## src/design/tspm_pkg.sv

```systemverilog
`default_nettype none
// ============================================================================
// tspm_pkg
// Types, constants and helpers shared by the touch sample to pixel mapper.
// ============================================================================
package tspm_pkg;

    localparam int SCREEN_WIDTH  = 480;
    localparam int SCREEN_HEIGHT = 320;

    localparam int SMP_W   = 12;
    localparam int PRS_W   = SMP_W + 1;
    localparam int PIX_W   = 9;
    localparam int CIDX_W  = 4;
    localparam int CDAT_W  = 32;
    localparam int COEF_W  = 32;
    localparam int DEN_W   = 31;
    localparam int OFS_W   = 8;
    localparam int MULB_W  = 14;
    localparam int NUM_W   = COEF_W + MULB_W;
    localparam int MAG_W   = NUM_W - 1;
    localparam int Q_W     = 13;
    localparam int SUM_W   = Q_W + 2;
    localparam int AX_N    = 2;

    localparam int FIFO_DEPTH = 2;
    localparam int FPTR_W     = $clog2(FIFO_DEPTH);
    localparam int FCNT_W     = $clog2(FIFO_DEPTH + 1);

    // pop -> product, sum, magnitude, divider (Q_W + 1), output register
    localparam int SIDE_LEN   = Q_W + 4;
    localparam int RESULT_LAT = Q_W + 6;

    localparam logic [SMP_W-1:0] RAWX_LO   = 12'd28;
    localparam logic [SMP_W-1:0] RAWX_HI   = 12'd1800;
    localparam logic [SMP_W-1:0] RAWY_LO   = 12'd300;
    localparam logic [SMP_W-1:0] RAWY_HI   = 12'd2047;
    localparam logic [PRS_W-1:0] PRESS_LIMIT = 13'd200;
    localparam logic [SMP_W-1:0] PRESS_MAX   = 12'd4095;

    localparam logic [DEN_W-1:0] FB_DEN_X = DEN_W'(RAWY_HI - RAWY_LO);
    localparam logic [DEN_W-1:0] FB_DEN_Y = DEN_W'(RAWX_HI - RAWX_LO);

    typedef enum logic [CIDX_W-1:0] {
        CFG_CAL_VALID = 4'd0,
        CFG_ALPHA_X   = 4'd1,
        CFG_BETA_X    = 4'd2,
        CFG_ALPHA_Y   = 4'd3,
        CFG_BETA_Y    = 4'd4,
        CFG_DIVIDER   = 4'd5,
        CFG_TRIM_X    = 4'd6,
        CFG_TRIM_Y    = 4'd7
    } t_cfg_idx;

    typedef struct packed {
        logic [SMP_W-1:0] press_a;
        logic [SMP_W-1:0] press_b;
        logic [SMP_W-1:0] x_sample_0;
        logic [SMP_W-1:0] x_sample_1;
        logic [SMP_W-1:0] x_sample_2;
        logic [SMP_W-1:0] x_sample_3;
        logic [SMP_W-1:0] y_sample_0;
        logic [SMP_W-1:0] y_sample_1;
        logic [SMP_W-1:0] y_sample_2;
        logic [SMP_W-1:0] y_sample_3;
    } t_touch_frame;

    typedef struct packed {
        logic             touched;
        logic [PIX_W-1:0] pixel_x;
        logic [PIX_W-1:0] pixel_y;
        logic [SMP_W-1:0] pressure;
    } t_touch_result;

    typedef struct packed {
        logic                     cal_valid;
        logic signed [COEF_W-1:0] alpha_x;
        logic signed [COEF_W-1:0] beta_x;
        logic signed [COEF_W-1:0] alpha_y;
        logic signed [COEF_W-1:0] beta_y;
        logic        [DEN_W-1:0]  divider;
        logic signed [OFS_W-1:0]  trim_x;
        logic signed [OFS_W-1:0]  trim_y;
    } t_cfg;

    localparam t_cfg CFG_RESET = '{
        cal_valid: 1'b0,
        alpha_x:   '0,
        beta_x:    '0,
        alpha_y:   '0,
        beta_y:    '0,
        divider:   DEN_W'(1),
        trim_x:    OFS_W'(30),
        trim_y:    '0
    };

    // one axis: (mul_a * mul_b + addend) / den
    typedef struct packed {
        logic signed [COEF_W-1:0] mul_a;
        logic signed [MULB_W-1:0] mul_b;
        logic signed [COEF_W-1:0] addend;
        logic        [DEN_W-1:0]  den;
    } t_axis_op;

    typedef struct packed {
        logic             touched;
        logic [SMP_W-1:0] pressure;
        t_axis_op         ax;
        t_axis_op         ay;
    } t_work;

    typedef struct packed {
        logic             touched;
        logic [SMP_W-1:0] pressure;
    } t_side;

    typedef struct packed {
        logic full;
        logic empty;
    } t_fifo_stat;

    function automatic logic [SMP_W-1:0] clamp_smp(input logic [SMP_W-1:0] v,
                                                   input logic [SMP_W-1:0] lo,
                                                   input logic [SMP_W-1:0] hi);
        logic [SMP_W-1:0] c;
        if (v < lo) begin
            c = lo;
        end else if (v > hi) begin
            c = hi;
        end else begin
            c = v;
        end
        return c;
    endfunction

    function automatic logic [PIX_W-1:0] to_pixel(input logic signed [SUM_W-1:0] v,
                                                  input logic signed [SUM_W-1:0] size);
        logic signed [SUM_W-1:0] c;
        if (v < 0) begin
            c = '0;
        end else if (v >= size) begin
            c = size - SUM_W'(1);
        end else begin
            c = v;
        end
        return c[PIX_W-1:0];
    endfunction

endpackage
`default_nettype wire

```

## src/design/tspm_front.sv

```systemverilog
`default_nettype none
// ============================================================================
// tspm_front
// Takes a frame, derives pressure and averages, and sets up both axis jobs.
// ============================================================================
module tspm_front import tspm_pkg::*; (
    input  wire logic         i_rst_n,
    input  wire logic         i_start,
    input  wire t_touch_frame i_frame,
    input  wire t_cfg         i_cfg,
    input  wire t_fifo_stat   i_fifo_stat,
    output logic              o_busy,
    output logic              o_push,
    output t_work             o_item
);

    logic [PRS_W-1:0]   press;
    logic [SMP_W+1:0]   sum_x;
    logic [SMP_W+1:0]   sum_y;
    logic [SMP_W-1:0]   avg_x;
    logic [SMP_W-1:0]   avg_y;
    logic [SMP_W-1:0]   cx;
    logic [SMP_W-1:0]   cy;
    logic [DEN_W-1:0]   den;

    assign o_busy = !i_rst_n || i_fifo_stat.full;
    assign o_push = i_start && !o_busy;

    // a - b + 4096, never below 1
    assign press = {1'b1, i_frame.press_a} - PRS_W'(i_frame.press_b);

    assign sum_x = (SMP_W+2)'(i_frame.x_sample_0) + (SMP_W+2)'(i_frame.x_sample_1)
                 + (SMP_W+2)'(i_frame.x_sample_2) + (SMP_W+2)'(i_frame.x_sample_3);
    assign sum_y = (SMP_W+2)'(i_frame.y_sample_0) + (SMP_W+2)'(i_frame.y_sample_1)
                 + (SMP_W+2)'(i_frame.y_sample_2) + (SMP_W+2)'(i_frame.y_sample_3);
    assign avg_x = sum_x[SMP_W+1:2];
    assign avg_y = sum_y[SMP_W+1:2];

    assign cx  = clamp_smp(avg_x, RAWX_LO, RAWX_HI);
    assign cy  = clamp_smp(avg_y, RAWY_LO, RAWY_HI);
    assign den = (i_cfg.divider == '0) ? DEN_W'(1) : i_cfg.divider;

    always_comb begin
        o_item.touched  = (press >= PRESS_LIMIT);
        o_item.pressure = (press > PRS_W'(PRESS_MAX)) ? PRESS_MAX : press[SMP_W-1:0];
        if (i_cfg.cal_valid) begin
            o_item.ax.mul_a  = i_cfg.alpha_x;
            o_item.ax.mul_b  = MULB_W'(avg_x);
            o_item.ax.addend = i_cfg.beta_x;
            o_item.ax.den    = den;
            o_item.ay.mul_a  = i_cfg.alpha_y;
            o_item.ay.mul_b  = MULB_W'(avg_y);
            o_item.ay.addend = i_cfg.beta_y;
            o_item.ay.den    = den;
        end else begin
            // fallback swaps axes
            o_item.ax.mul_a  = COEF_W'(cy - RAWY_LO);
            o_item.ax.mul_b  = MULB_W'(SCREEN_WIDTH);
            o_item.ax.addend = '0;
            o_item.ax.den    = FB_DEN_X;
            o_item.ay.mul_a  = COEF_W'(cx - RAWX_LO);
            o_item.ay.mul_b  = MULB_W'(SCREEN_HEIGHT);
            o_item.ay.addend = '0;
            o_item.ay.den    = FB_DEN_Y;
        end
    end

endmodule
`default_nettype wire

```

## config.mk

```make
export PLATFORM = sky130hd
export DESIGN_NAME = tspm_front
export DESIGN_NICKNAME = d
export VERILOG_FILES = /design/src/design/tspm_pkg.sv /design/src/design/tspm_front.sv
export SDC_FILE = /design/constraint.sdc
export NUM_CORES = 1
export LEC_CHECK = 0
export BUFFER_PORTS_ARGS = -buffer_cell sky130_fd_sc_hd__buf_2
export CORE_AREA = 10 10 197 199
export DETAILED_ROUTE_END_ITERATION = 16
export DIE_AREA = 0 0 207 209
export PLACE_DENSITY = 0.48
export SYNTH_ARGS = -nofsm -noshare
export SYNTH_HDL_FRONTEND = slang
export SYNTH_SLANG_ARGS = --single-unit
```

## constraint.sdc

```tcl
create_clock -name vclk -period 8.91
set_input_delay 1.3365 -clock vclk [all_inputs]
set_output_delay 1.3365 -clock vclk [all_outputs]
set_load 0.01 [all_outputs]
```

==> impl_results.md <==
* GRT Util Overall at 12.8%
* Final-layout fill cell count at 4021
* First drt pass iteration count at 5
* Simple-gate portion of the synthesized area at 30.6%
* Kind of critical path: in -> out
* Share of layout cells above drive strength 1 at 42.5%
* Post-synthesis mux area share at 0.571%
* Number of nets still failing antenna checks after routing at 0
* Post-CTS Repair Setup Buffers at 0
* Most common cell after layout, fill and taps aside: buf_2
* Synth area leaders: fa_1 (17%), and2_1 (12%), inv_1 (11%)
* Total detailed-routing wirelength at 30.1 mm
* Largest vdd supply drop at 94.6 µV
* Antenna diodes at 0
* Via count of the first global-routing pass at 7593
* Count of buffers from port buffering at 512
* Post-route non-filler standard cell count at 1749
* Overall die area at 0.0433 mm²
* Pwr Total at 1.48 mW
* Count of warnings emitted by yosys at 0
* Power density normalized to cell area at 174 mW/mm²
* Worst hold-check path type: in -> out
* Setup Total Neg Slack at 0 ps
* Worst Hold Path EP: o_busy
* Most used routing layer in global routing: met2
* Number of antenna violations at the first check in global routing at 1
* Dominant combinational cell family by area after synthesis: simple AND/OR/NAND/NOR gates
* Arrival time at the worst endpoint at 6650 ps
* Setup repair after global routing missed its margin: false
* Leakage power at 5.18 nW
* Largest fanout on the critical path at 7
* Post-synthesis instance total at 829
* Placer's final routability congestion estimate at 0.893
* Chip width at 207 µm
* Reg power frac at 0%
* Commonest cells after routing, fill and taps aside: buf_2 (511), inv_1 (169), and2_1 (106)
* Startpoint Class: input port
* Clock Buffer Count at 0
* Count of boundary I/O pins at 533
* Net switching power of the design at 0.887 mW
* DR iter-0 viols at 384
* Total number of placement rows at 69
* Outcome: finished, final reports clean
* GR met3 Demand/Resource at 3.19%
* Met1 usage in global routing at 15.0%
* Synth unique cells at 81
* Pin count of the biggest net entering global routing at 95
* Initial standard-cell utilization of the core at 16.2%
* P&R area growth vs syn at 49.6%
* Int Pwr at 0.593 mW
* Number of setup violations in the final report at 0
* Synth Area per Inst at 6.87 µm²
* FMAX at 125 MHz
* Core region area at 0.0351 mm²
* Inst Count DP at 1749
* Worst rel slew slack at 17.9%
* Routed via count divided by cell count at 4.12
* Time the final worst path needs with I/O delays and setup at 7990 ps
* Synthesized-area fraction occupied by adder cells at 25.1%
* Portion of the post-synthesis area used by sequential elements at 0%
* First-pass GRT wire length at 45.3 mm
* Post-route DRC violation count at 0
* Compound-gate portion of the synthesized area at 21.9%
* Detailed-route via count at 7199
* Top cell type's share of synthesized area at 17.2%
* # Max-Cap Violations at 0
* Hold path start: i_rst_n
* Transition time at the pin with the least slew margin at 1230 ps
* Final Hold Violating Endpoints at 0
* Part of the power in the clock network at 0%
* Switching power share of the total at 59.9%
* Number of stages on the worst hold path at 3
* Synthesized area at 0.00570 mm²
* Cell type with the highest aggregate area in the netlist: fa_1
* Hold Buf Count CTS at 0
* Combinational Power Share at 100.0%
* Hold WS at 2940 ps
* Slew Limit Fails at 0
* Routed length per instance at 17.2 µm
* Seq cells at 0
* Area taken by flip-flops and latches at 0 µm²
* Data required, critical path at 7570 ps
* Met2 Use GR at 23.3%
* Final HPWL DP at 27.4 mm
* Resize count post-CTS at 0
* Chip height at 209 µm
* Remaining global-route overflow at 0
* Net count of the finished layout at 1675
* Period utilization at 89.6%
* Critical path capture point type: primary output
* Xor and xnor area share after synthesis at 4.09%
-- final cells by class --
type	count	area (µm²)	share of cell area, %
Timing Repair Buffer	518	2610	30.6
Inverter	169	634	7.44
Multi-Input combinational cell	601	4700	55.2
Tap cell	461	577	6.77
-- cell families (layout without fill, tap and decap cells) --
kind of cell,after synthesis,after routing
AOI/OAI and AO/OA,166,166
xor gates and xnor gates,24,24
adders and majority gates,85,85
buffers and inverters,231,687
muxes,3,3
other,1,4
and+or+nand+nor,319,319
-- stage by stage --
stage / worst slack [ps] / area [µm²] / utilization (%)
3_3_place_gp: 853 / 8520 / 24.3
5_1_grt: 389 / 8520 / 24.3
4_1_cts: 777 / 8520 / 24.3
2_1_floorplan: 1700 / 5710 / -
6_report: 925 / 8520 / 24.3
3_5_place_dp: 793 / 8520 / 24.3
-- worst max-delay path by stage --
stage | from | to | slack [ps] | cells after the start
3_5_place_dp | i_frame[49] | o_item[87] | 790 | 24
3_3_place_gp | i_frame[49] | o_item[87] | 850 | 24
2_1_floorplan | i_frame[49] | o_item[87] | 1700 | 22
5_1_grt | i_frame[54] | o_item[87] | 390 | 21
6_report | i_frame[49] | o_item[87] | 920 | 24
4_1_cts | i_frame[49] | o_item[87] | 780 | 24
-- worst max-delay path, cell delays in order --
cell and delay (ps):
buf_2 80, inv_1 50, fa_1 520, inv_1 50, fa_1 470, nand2_1 80
nor2_1 50, fa_1 430, a211oi_2 310, o211ai_2 170, a311oi_2 490, nor4_1 120
o21ai_1 250, nor4_4 50, buf_4 190, nand2b_1 170, or2_2 290, ha_1 270
nand3_1 90, a21oi_1 70, a221oi_4 330, nand2_1 90, a221oi_1 410, buf_2 270
-- metal layers --
metal / part of all wire [%] / vias to the layer above
met5: 0.043 / -
met4: 1.6 / 2
met3: 7.4 / 17
met2: 51 / 310
met1: 40 / 3306
li1: - / 3564
-- Yosys cell counts (4+ instances only) --
cell and count:
xor2_1 8, ha_1 36, a311oi_1 4, nand3_1 8, a21o_1 31, nor2b_1 9
nand2_1 89, nor3_1 15, o22ai_1 4, xnor2_1 13, nand2b_1 18, nor4_1 8
and2_1 106, o21ai_0 21, buf_4 29, and3_1 4, a211oi_1 8, or3_1 4
a21oi_1 30, o21a_1 6, inv_1 169, o21ai_1 10, fa_1 49, nor2_1 32
clkbuf_1 23, buf_2 5, a31oi_1 5
-- power groups by stage --
| stage | sequential (mW) | clock [mW] | combinational, mW |
|---|---|---|---|
| 5_1_grt | 0 | 0 | 1.64 |
| 4_1_cts | 0 | 0 | 1.50 |
| 2_1_floorplan | 0 | 0 | 0.981 |
| 6_report | 0 | 0 | 1.48 |
| 3_3_place_gp | 0 | 0 | 1.48 |
| 3_5_place_dp | 0 | 0 | 1.49 |
No activity file was read; power rests on OpenSTA's default activity.
