`src/design/tspm_pkg.sv`:
```
`default_nettype none
// ============================================================================
// tspm_pkg
// Types, constants and helpers shared by the touch sample to pixel mapper.
// ============================================================================
package tspm_pkg;

    localparam int SCREEN_WIDTH  = 480;
    localparam int SCREEN_HEIGHT = 320;

    localparam int SMP_W   = 12;
    localparam int PRS_W   = SMP_W + 1;
    localparam int PIX_W   = 9;
    localparam int CIDX_W  = 4;
    localparam int CDAT_W  = 32;
    localparam int COEF_W  = 32;
    localparam int DEN_W   = 31;
    localparam int OFS_W   = 8;
    localparam int MULB_W  = 14;
    localparam int NUM_W   = COEF_W + MULB_W;
    localparam int MAG_W   = NUM_W - 1;
    localparam int Q_W     = 13;
    localparam int SUM_W   = Q_W + 2;
    localparam int AX_N    = 2;

    localparam int FIFO_DEPTH = 2;
    localparam int FPTR_W     = $clog2(FIFO_DEPTH);
    localparam int FCNT_W     = $clog2(FIFO_DEPTH + 1);

    // pop -> product, sum, magnitude, divider (Q_W + 1), output register
    localparam int SIDE_LEN   = Q_W + 4;
    localparam int RESULT_LAT = Q_W + 6;

    localparam logic [SMP_W-1:0] RAWX_LO   = 12'd28;
    localparam logic [SMP_W-1:0] RAWX_HI   = 12'd1800;
    localparam logic [SMP_W-1:0] RAWY_LO   = 12'd300;
    localparam logic [SMP_W-1:0] RAWY_HI   = 12'd2047;
    localparam logic [PRS_W-1:0] PRESS_LIMIT = 13'd200;
    localparam logic [SMP_W-1:0] PRESS_MAX   = 12'd4095;

    localparam logic [DEN_W-1:0] FB_DEN_X = DEN_W'(RAWY_HI - RAWY_LO);
    localparam logic [DEN_W-1:0] FB_DEN_Y = DEN_W'(RAWX_HI - RAWX_LO);

    typedef enum logic [CIDX_W-1:0] {
        CFG_CAL_VALID = 4'd0,
        CFG_ALPHA_X   = 4'd1,
        CFG_BETA_X    = 4'd2,
        CFG_ALPHA_Y   = 4'd3,
        CFG_BETA_Y    = 4'd4,
        CFG_DIVIDER   = 4'd5,
        CFG_TRIM_X    = 4'd6,
        CFG_TRIM_Y    = 4'd7
    } t_cfg_idx;

    typedef struct packed {
        logic [SMP_W-1:0] press_a;
        logic [SMP_W-1:0] press_b;
        logic [SMP_W-1:0] x_sample_0;
        logic [SMP_W-1:0] x_sample_1;
        logic [SMP_W-1:0] x_sample_2;
        logic [SMP_W-1:0] x_sample_3;
        logic [SMP_W-1:0] y_sample_0;
        logic [SMP_W-1:0] y_sample_1;
        logic [SMP_W-1:0] y_sample_2;
        logic [SMP_W-1:0] y_sample_3;
    } t_touch_frame;

    typedef struct packed {
        logic             touched;
        logic [PIX_W-1:0] pixel_x;
        logic [PIX_W-1:0] pixel_y;
        logic [SMP_W-1:0] pressure;
    } t_touch_result;

    typedef struct packed {
        logic                     cal_valid;
        logic signed [COEF_W-1:0] alpha_x;
        logic signed [COEF_W-1:0] beta_x;
        logic signed [COEF_W-1:0] alpha_y;
        logic signed [COEF_W-1:0] beta_y;
        logic        [DEN_W-1:0]  divider;
        logic signed [OFS_W-1:0]  trim_x;
        logic signed [OFS_W-1:0]  trim_y;
    } t_cfg;

    localparam t_cfg CFG_RESET = '{
        cal_valid: 1'b0,
        alpha_x:   '0,
        beta_x:    '0,
        alpha_y:   '0,
        beta_y:    '0,
        divider:   DEN_W'(1),
        trim_x:    OFS_W'(30),
        trim_y:    '0
    };

    // one axis: (mul_a * mul_b + addend) / den
    typedef struct packed {
        logic signed [COEF_W-1:0] mul_a;
        logic signed [MULB_W-1:0] mul_b;
        logic signed [COEF_W-1:0] addend;
        logic        [DEN_W-1:0]  den;
    } t_axis_op;

    typedef struct packed {
        logic             touched;
        logic [SMP_W-1:0] pressure;
        t_axis_op         ax;
        t_axis_op         ay;
    } t_work;

    typedef struct packed {
        logic             touched;
        logic [SMP_W-1:0] pressure;
    } t_side;

    typedef struct packed {
        logic full;
        logic empty;
    } t_fifo_stat;

    function automatic logic [SMP_W-1:0] clamp_smp(input logic [SMP_W-1:0] v,
                                                   input logic [SMP_W-1:0] lo,
                                                   input logic [SMP_W-1:0] hi);
        logic [SMP_W-1:0] c;
        if (v < lo) begin
            c = lo;
        end else if (v > hi) begin
            c = hi;
        end else begin
            c = v;
        end
        return c;
    endfunction

    function automatic logic [PIX_W-1:0] to_pixel(input logic signed [SUM_W-1:0] v,
                                                  input logic signed [SUM_W-1:0] size);
        logic signed [SUM_W-1:0] c;
        if (v < 0) begin
            c = '0;
        end else if (v >= size) begin
            c = size - SUM_W'(1);
        end else begin
            c = v;
        end
        return c[PIX_W-1:0];
    endfunction

endpackage
`default_nettype wire

```
`src/design/tspm_fifo.sv`:
```
`default_nettype none
// ============================================================================
// tspm_fifo
// Short queue between the front and back ends.
// ============================================================================
module tspm_fifo import tspm_pkg::*; (
    input  wire logic  i_clk,
    input  wire logic  i_rst_n,
    input  wire logic  i_push,
    input  wire t_work i_item,
    input  wire logic  i_pop,
    output t_work      o_item,
    output t_fifo_stat o_stat
);

    t_work              r_mem [FIFO_DEPTH];
    logic [FPTR_W-1:0]  r_wr_ptr;
    logic [FPTR_W-1:0]  r_rd_ptr;
    logic [FCNT_W-1:0]  r_count;
    logic [FCNT_W-1:0]  n_count;

    assign o_stat.full  = (r_count == FCNT_W'(FIFO_DEPTH));
    assign o_stat.empty = (r_count == '0);
    assign o_item       = r_mem[r_rd_ptr];

    always_comb begin
        n_count = r_count;
        if (i_push && !i_pop) begin
            n_count = r_count + FCNT_W'(1);
        end else if (!i_push && i_pop) begin
            n_count = r_count - FCNT_W'(1);
        end
    end

    always_ff @(posedge i_clk) begin
        if (!i_rst_n) begin
            r_wr_ptr <= '0;
            r_rd_ptr <= '0;
            r_count  <= '0;
        end else begin
            r_count <= n_count;
            if (i_push) begin
                r_wr_ptr <= r_wr_ptr + FPTR_W'(1);
            end
            if (i_pop) begin
                r_rd_ptr <= r_rd_ptr + FPTR_W'(1);
            end
        end
    end

    always_ff @(posedge i_clk) begin
        if (i_push) begin
            r_mem[r_wr_ptr] <= i_item;
        end
    end

    a_count_bound: assert property (@(posedge i_clk) disable iff (!i_rst_n)
        r_count <= FCNT_W'(FIFO_DEPTH))
        else $error("queue count above depth");

    a_no_push_full: assert property (@(posedge i_clk) disable iff (!i_rst_n)
        i_push |-> !o_stat.full)
        else $error("push into full queue");

    a_no_pop_empty: assert property (@(posedge i_clk) disable iff (!i_rst_n)
        i_pop |-> !o_stat.empty)
        else $error("pop from empty queue");

endmodule
`default_nettype wire

```
`config.mk`:
```
export PLATFORM = sky130hd
export DESIGN_NAME = tspm_fifo
export DESIGN_NICKNAME = d
export VERILOG_FILES = /design/src/design/tspm_pkg.sv /design/src/design/tspm_fifo.sv
export SDC_FILE = /design/constraint.sdc
export NUM_CORES = 1
export LEC_CHECK = 0
export BUFFER_PORTS_ARGS = -buffer_cell sky130_fd_sc_hd__buf_4
export CAP_MARGIN = 25
export CORE_MARGIN = 3
export CORE_UTILIZATION = 45
export CTS_BUF_LIST = sky130_fd_sc_hd__clkbuf_8 sky130_fd_sc_hd__clkbuf_16
export CTS_CLUSTER_DIAMETER = 60
export CTS_CLUSTER_SIZE = 40
export DETAILED_ROUTE_END_ITERATION = 12
export GPL_TIMING_DRIVEN = 1
export PLACE_DENSITY = 0.74
export SLEW_MARGIN = 40
export SYNTH_ARGS = -nofsm -noshare
export SYNTH_HDL_FRONTEND = slang
export SYNTH_SLANG_ARGS = --single-unit
```
`constraint.sdc`:
```
create_clock -name i_clk -period 29.2 [get_ports i_clk]
set_input_delay 1.46 -clock i_clk [delete_from_list [all_inputs] [get_ports i_clk]]
set_output_delay 1.46 -clock i_clk [all_outputs]
set_load 0.02 [all_outputs]
```
==> impl_metrics.env, run 1 <==
export IMPL_hpwl_mm=26.1
export IMPL_required_ps=27740
export IMPL_place_gp_congestion=0.757
export IMPL_p_leak_nw=8.90
export IMPL_tightest_slew_ps=816
export IMPL_crit_chain="buf_6 -> buf_6 -> mux2_4 -> buf_4"
export IMPL_start_kind="register"
export IMPL_final_util=0.592
export IMPL_post_route_min_period_ps=4710
export IMPL_fmax_ghz=0.213
export IMPL_drc=0
export IMPL_core_area_um2=38700
export IMPL_cts_tree="done"
export IMPL_viasPerCell=4.82
export IMPL_cp_max_fo=59
export IMPL_crit_type="register to primary output"
export IMPL_drive_gt1_frac=0.614
export IMPL_initialDrtViolationCount=430
export IMPL_crit_path_frequent_cell="buf_6"
export IMPL_dieArea_um2=41800
export IMPL_syn_nets=977
export IMPL_yosysTopAreaCell="edfxtp_1"
export IMPL_dr_pass1_iters=7
export IMPL_htree_num_levels=1
export IMPL_reg2reg_depth=3
export IMPL_syn_inst=741
export IMPL_avgSynthCellArea_um2=23.9
export IMPL_final_hold_viol_count=0
export IMPL_antenna_left=0
export IMPL_setup_viol=0
export IMPL_cts_hold_buf=0
export IMPL_io_pins=468
export IMPL_finalMaxSlewViolations=0
export IMPL_end_kind="primary output"
export IMPL_io_buffers=467
export IMPL_drt_wl_total_mm=36.4
export IMPL_clk_path_buf_depth=3
export IMPL_slowest_stage="dfxtp_4"
export IMPL_grt_overflow_total=0
export IMPL_fin_setup_tns_ps=0
export IMPL_clkTransAtPathRegs_ps=90
export IMPL_power_density_nw_per_um2=65.0
export IMPL_grt_pass1_wl_mm=53.3
export IMPL_cts_setup_buffers=0
export IMPL_arrival_ps=3250
export IMPL_cpPeakStageDelay_ps=710
export IMPL_synth_area_leaders="edfxtp_1 78%, mux2_4 16%, mux2_2 2.6%"
export IMPL_rows=72
export IMPL_synthToLayoutAreaGrowth_pct=29.4
export IMPL_seq_area_frac_synth=0.789
export IMPL_track_usage=0.167
export IMPL_ys_warn_count=0
export IMPL_cap_viol_max_count=0
export IMPL_cts_sinks=467
export IMPL_grt_pass1_vias=8810
export IMPL_r2r_end="r_mem[1][68]"
export IMPL_cts_resized=0
export IMPL_rsz0062_at_grt="no"
export IMPL_insertion_delay_ps=570
export IMPL_antenna_found_initial=1
export IMPL_start_util=0.457
export IMPL_die_w_um=204
export IMPL_nNetsFinal=1461
export IMPL_grt_max_degree=95
export IMPL_cts_buffers=30
export IMPL_yosys_area_top_type_share=0.783
export IMPL_worstReg2RegStart="r_wr_ptr"
export IMPL_vdd_drop_max_mv=0.0675
export IMPL_crit_end="o_item[79]"
export IMPL_fin_worst_skew_ps=15.7
export IMPL_fp_dieH_um=204
export IMPL_finalHoldWorstSlack_ps=521
export IMPL_synth_cell_types=19
export IMPL_syn_area_um2=17700
export IMPL_run_status="completed"
export IMPL_rrSetupSlack_ps=27040
export IMPL_hp_class="register to register"
export IMPL_slew_limit_headroom=0.456
export IMPL_ys_ff_latch=467
export IMPL_min_path_cells=2
export IMPL_vias=8520
export IMPL_cts_root_buf="clkbuf_16"
export IMPL_period_share=0.161
export IMPL_drt_wirelength_per_cell_um=20.6
-- sequential cells by signal, summed over array words and instances, names as in the netlist, named ones only --
signal and flops:
r_wr_ptr 1, r_count 2, r_mem 462, r_rd_ptr 1
-- cells by family (layout without fill, tap and decap cells) --
family,count (synthesis),in the layout,synth area share
flops,467,467,0.789
mux,231,231,0.187
buf+inv,27,535,0.0179
simple gates,9,9,0.00304
compound gates,3,3,0.00113
xor+xnor,3,3,0.00148
fa+ha+maj,1,1,0.000706
other cells,0,1,0
-- placed cells by master, fill, tap and decap left out, types with 2 or more instances in the layout --
cell type	n
inv_8	5
dfxtp_1	4
mux2_2	41
clkinvlp_4	2
edfxtp_1	462
buf_16	3
nor2b_1	2
xor2_1	2
clkbuf_16	31
buf_4	468
buf_6	3
bufinv_16	2
mux2_4	190
buf_12	4
clkinv_16	2
and2_1	3
inv_12	5
clkinv_8	4
clkinv_4	3
-- synthesized netlist by cell type, drive strengths merged --
library cell and count:
edfxtp 462, mux2 231, buf 26, dfxtp 5
and2 4, nor2b 3, xor2 2, a21boi 1
ha 1, inv 1, nor2 1, o21a 1
o21ai 1, or3 1, xnor2 1
-- per-layer routing --
metal	global-route usage	share of wire
met1	0.206	0.39
met2	0.282	0.50
met3	0.0577	0.096
met4	0.0462	0.022
met5	0	0
-- worst min path at each step --
stage                     slack (ps)       start    endpoint
final                            520  r_count[1]  r_count[1]
after detailed placement         510  r_count[1]  r_count[1]
after CTS                        530  r_count[1]  r_count[1]
after floorplan                  470  r_count[1]  r_count[1]
after global routing             570  r_count[1]  r_count[1]
after global placement           490  r_count[1]  r_count[1]
-- power by group --
group	leakage (nW)	internal, mW	switching, mW
combinational	3.97	0.114	0.110
sequential	4.38	0.774	0.0111
clock	0.546	0.231	0.249
total	8.90	1.12	0.371
-- cell type report --
cell class / instances / area (um^2)
Clock buffer: 31 / 776
Timing Repair Buffer: 478 / 3710
Multi-Input combinational cell: 247 / 3440
Inverter: 1 / 3.75
Sequential cell: 467 / 14000
Clock inverter: 25 / 377
Tap cell: 518 / 648
Fill cell: 2807 / 15800
Antenna cell: 1 / 2.50
-- worst max-delay path, delay by kind of cell (launching register included) --
| kind | cells | cell delay, ps |
|---|---|---|
| DFF | 1 | 710 |
| muxes | 1 | 360 |
| buffers and inverters | 3 | 1440 |
-- stage by stage --
step / setup WS (ps) / instance area [um^2] / power, mW / std cells
2_1_floorplan: 16870 / 17700 / 0.942 / 741
5_1_grt: 24340 / 22900 / 1.55 / 1768
6_report: 24490 / 22900 / 1.49 / 1768
4_1_cts: 24450 / 22900 / 1.51 / 1767
3_3_place_gp: 24370 / 21600 / 1.02 / 1706
3_5_place_dp: 25090 / 21800 / 1.03 / 1711
No activity file was read; power rests on OpenSTA's default activity.
==> run 2: changes to the inputs <==
- clock period: 29.2 -> 4.7 ns (I/O delays scaled with it)
==> impl_metrics.env, run 2 (same netlist as run 1, synthesis figures left out) <==
export IMPL_grt_pass1_wl_mm=61.1
export IMPL_core_area_um2=38700
export IMPL_run_status="completed"
export IMPL_grt_overflow_total=0
export IMPL_max_flop_register="r_mem"
export IMPL_insertion_delay_ps=570
export IMPL_crit_type="register to primary output"
export IMPL_fin_setup_tns_ps=0
export IMPL_setup_viol=0
export IMPL_reg_largest_list="r_mem (462), r_count (2)"
export IMPL_period_share=0.586
export IMPL_finalMaxSlewViolations=0
export IMPL_initialDrtViolationCount=530
export IMPL_layout_cells_non_filler=1999
export IMPL_fin_worst_skew_ps=15.4
export IMPL_rows=72
export IMPL_htree_num_levels=1
export IMPL_drc=0
export IMPL_clkTransAtPathRegs_ps=80
export IMPL_hpwl_mm=26.0
export IMPL_cts_setup_buffers=0
export IMPL_p_leak_nw=9.82
export IMPL_final_common_cell="buf_4"
export IMPL_fmax_ghz=0.363
export IMPL_viasPerCell=4.81
export IMPL_drt_wl_total_mm=41.3
export IMPL_cts_root_buf="clkbuf_16"
export IMPL_io_buffers=467
export IMPL_finalHoldWorstSlack_ps=182
export IMPL_die_w_um=204
export IMPL_dieArea_um2=41800
export IMPL_cp_max_fo=85
export IMPL_fp_dieH_um=204
export IMPL_arrival_ps=2520
export IMPL_rsz0062_at_grt="no"
export IMPL_required_ps=4470
export IMPL_hold_start="i_push"
export IMPL_dr_pass1_iters=4
export IMPL_grt_pass1_vias=10500
export IMPL_largest_reg_flops=462
export IMPL_layout_common_cells="471 x buf_4, 462 x edfxtp_1, 234 x dlygate4sd3_1"
export IMPL_tightest_slew_ps=749
export IMPL_cts_sinks=467
export IMPL_track_usage=0.190
export IMPL_final_util=0.648
export IMPL_cap_viol_max_count=0
export IMPL_cts_buffers=29
export IMPL_cts_resized=0
export IMPL_drt_wirelength_per_cell_um=20.7
export IMPL_synthToLayoutAreaGrowth_pct=41.8
export IMPL_antenna_left=0
export IMPL_start_util=0.457
export IMPL_slew_limit_headroom=0.501
export IMPL_antenna_found_initial=2
export IMPL_hp_class="input port to register"
export IMPL_drive_gt1_frac=0.514
export IMPL_worstReg2RegStart="r_wr_ptr"
export IMPL_clk_path_buf_depth=3
export IMPL_final_hold_viol_count=0
export IMPL_start_kind="register"
export IMPL_vdd_drop_max_mv=0.308
export IMPL_cts_tree="done"
export IMPL_vias=9619
export IMPL_power_density_nw_per_um2=370
export IMPL_place_gp_congestion=0.727
export IMPL_cts_hold_buf=234
export IMPL_end_kind="primary output"
export IMPL_io_pins=468
export IMPL_nNetsFinal=1693
export IMPL_post_route_min_period_ps=2760
export IMPL_dpl_cell_count=1709
export IMPL_power_total_mw=9.29
export IMPL_grt_max_degree=146
[run 2: changes by cell type in the layout (fill, tap and decap cells not counted), moves of 3 or more]
cell and change:
buf_4 +3, dlygate4sd3_1 +234, inv_6 +3, inv_12 -4, buf_6 -3
[run 2: worst paths after layout]
path	endpoint	slack [ps]	cells after the start
hold / removal	r_count[1]	180	4
setup / recovery	o_item[107]	1940	3
setup reg to reg	r_mem[0][177]	2650	3
hold reg to reg	r_count[1]	530	2
[run 2: cell type report]
type,count,area (um^2)
Antenna cell,3,7.51
Clock buffer,29,726
Clock inverter,23,315
Fill cell,2530,13600
Inverter,1,3.75
Multi-Input combinational cell,247,3440
Sequential cell,467,14000
Tap cell,518,648
Timing Repair Buffer,711,6010
[run 2: worst max-delay path: stages, from the launching register on]
cell and delay (ps):
dfxtp_4 760, buf_12 560, mux2_4 370, buf_4 160
[run 2: layer usage]
| metal | vias to the layer above | part of all wire | track usage |
|---|---|---|---|
| li1 | 4375 | - | - |
| met1 | 4754 | 0.37 | 0.227 |
| met5 | - | 0 | 0 |
| met2 | 409 | 0.51 | 0.334 |
| met3 | 81 | 0.085 | 0.0565 |
| met4 | 0 | 0.035 | 0.0600 |
[run 2: report_power, final]
| part | leakage, nW | switching [mW] | internal, mW |
|---|---|---|---|
| sequential | 4.38 | 0.0742 | 4.81 |
| clock | 0.511 | 1.41 | 1.41 |
| combinational | 4.94 | 0.746 | 0.832 |
| total | 9.82 | 2.23 | 7.06 |
[run 2: stage by stage]
step	worst slack (ps)	area (um^2)
5_1_grt	1830	25100
6_report	1940	25100
3_5_place_dp	2520	21700
3_3_place_gp	2560	21700
4_1_cts	1900	25100
2_1_floorplan	521	17700
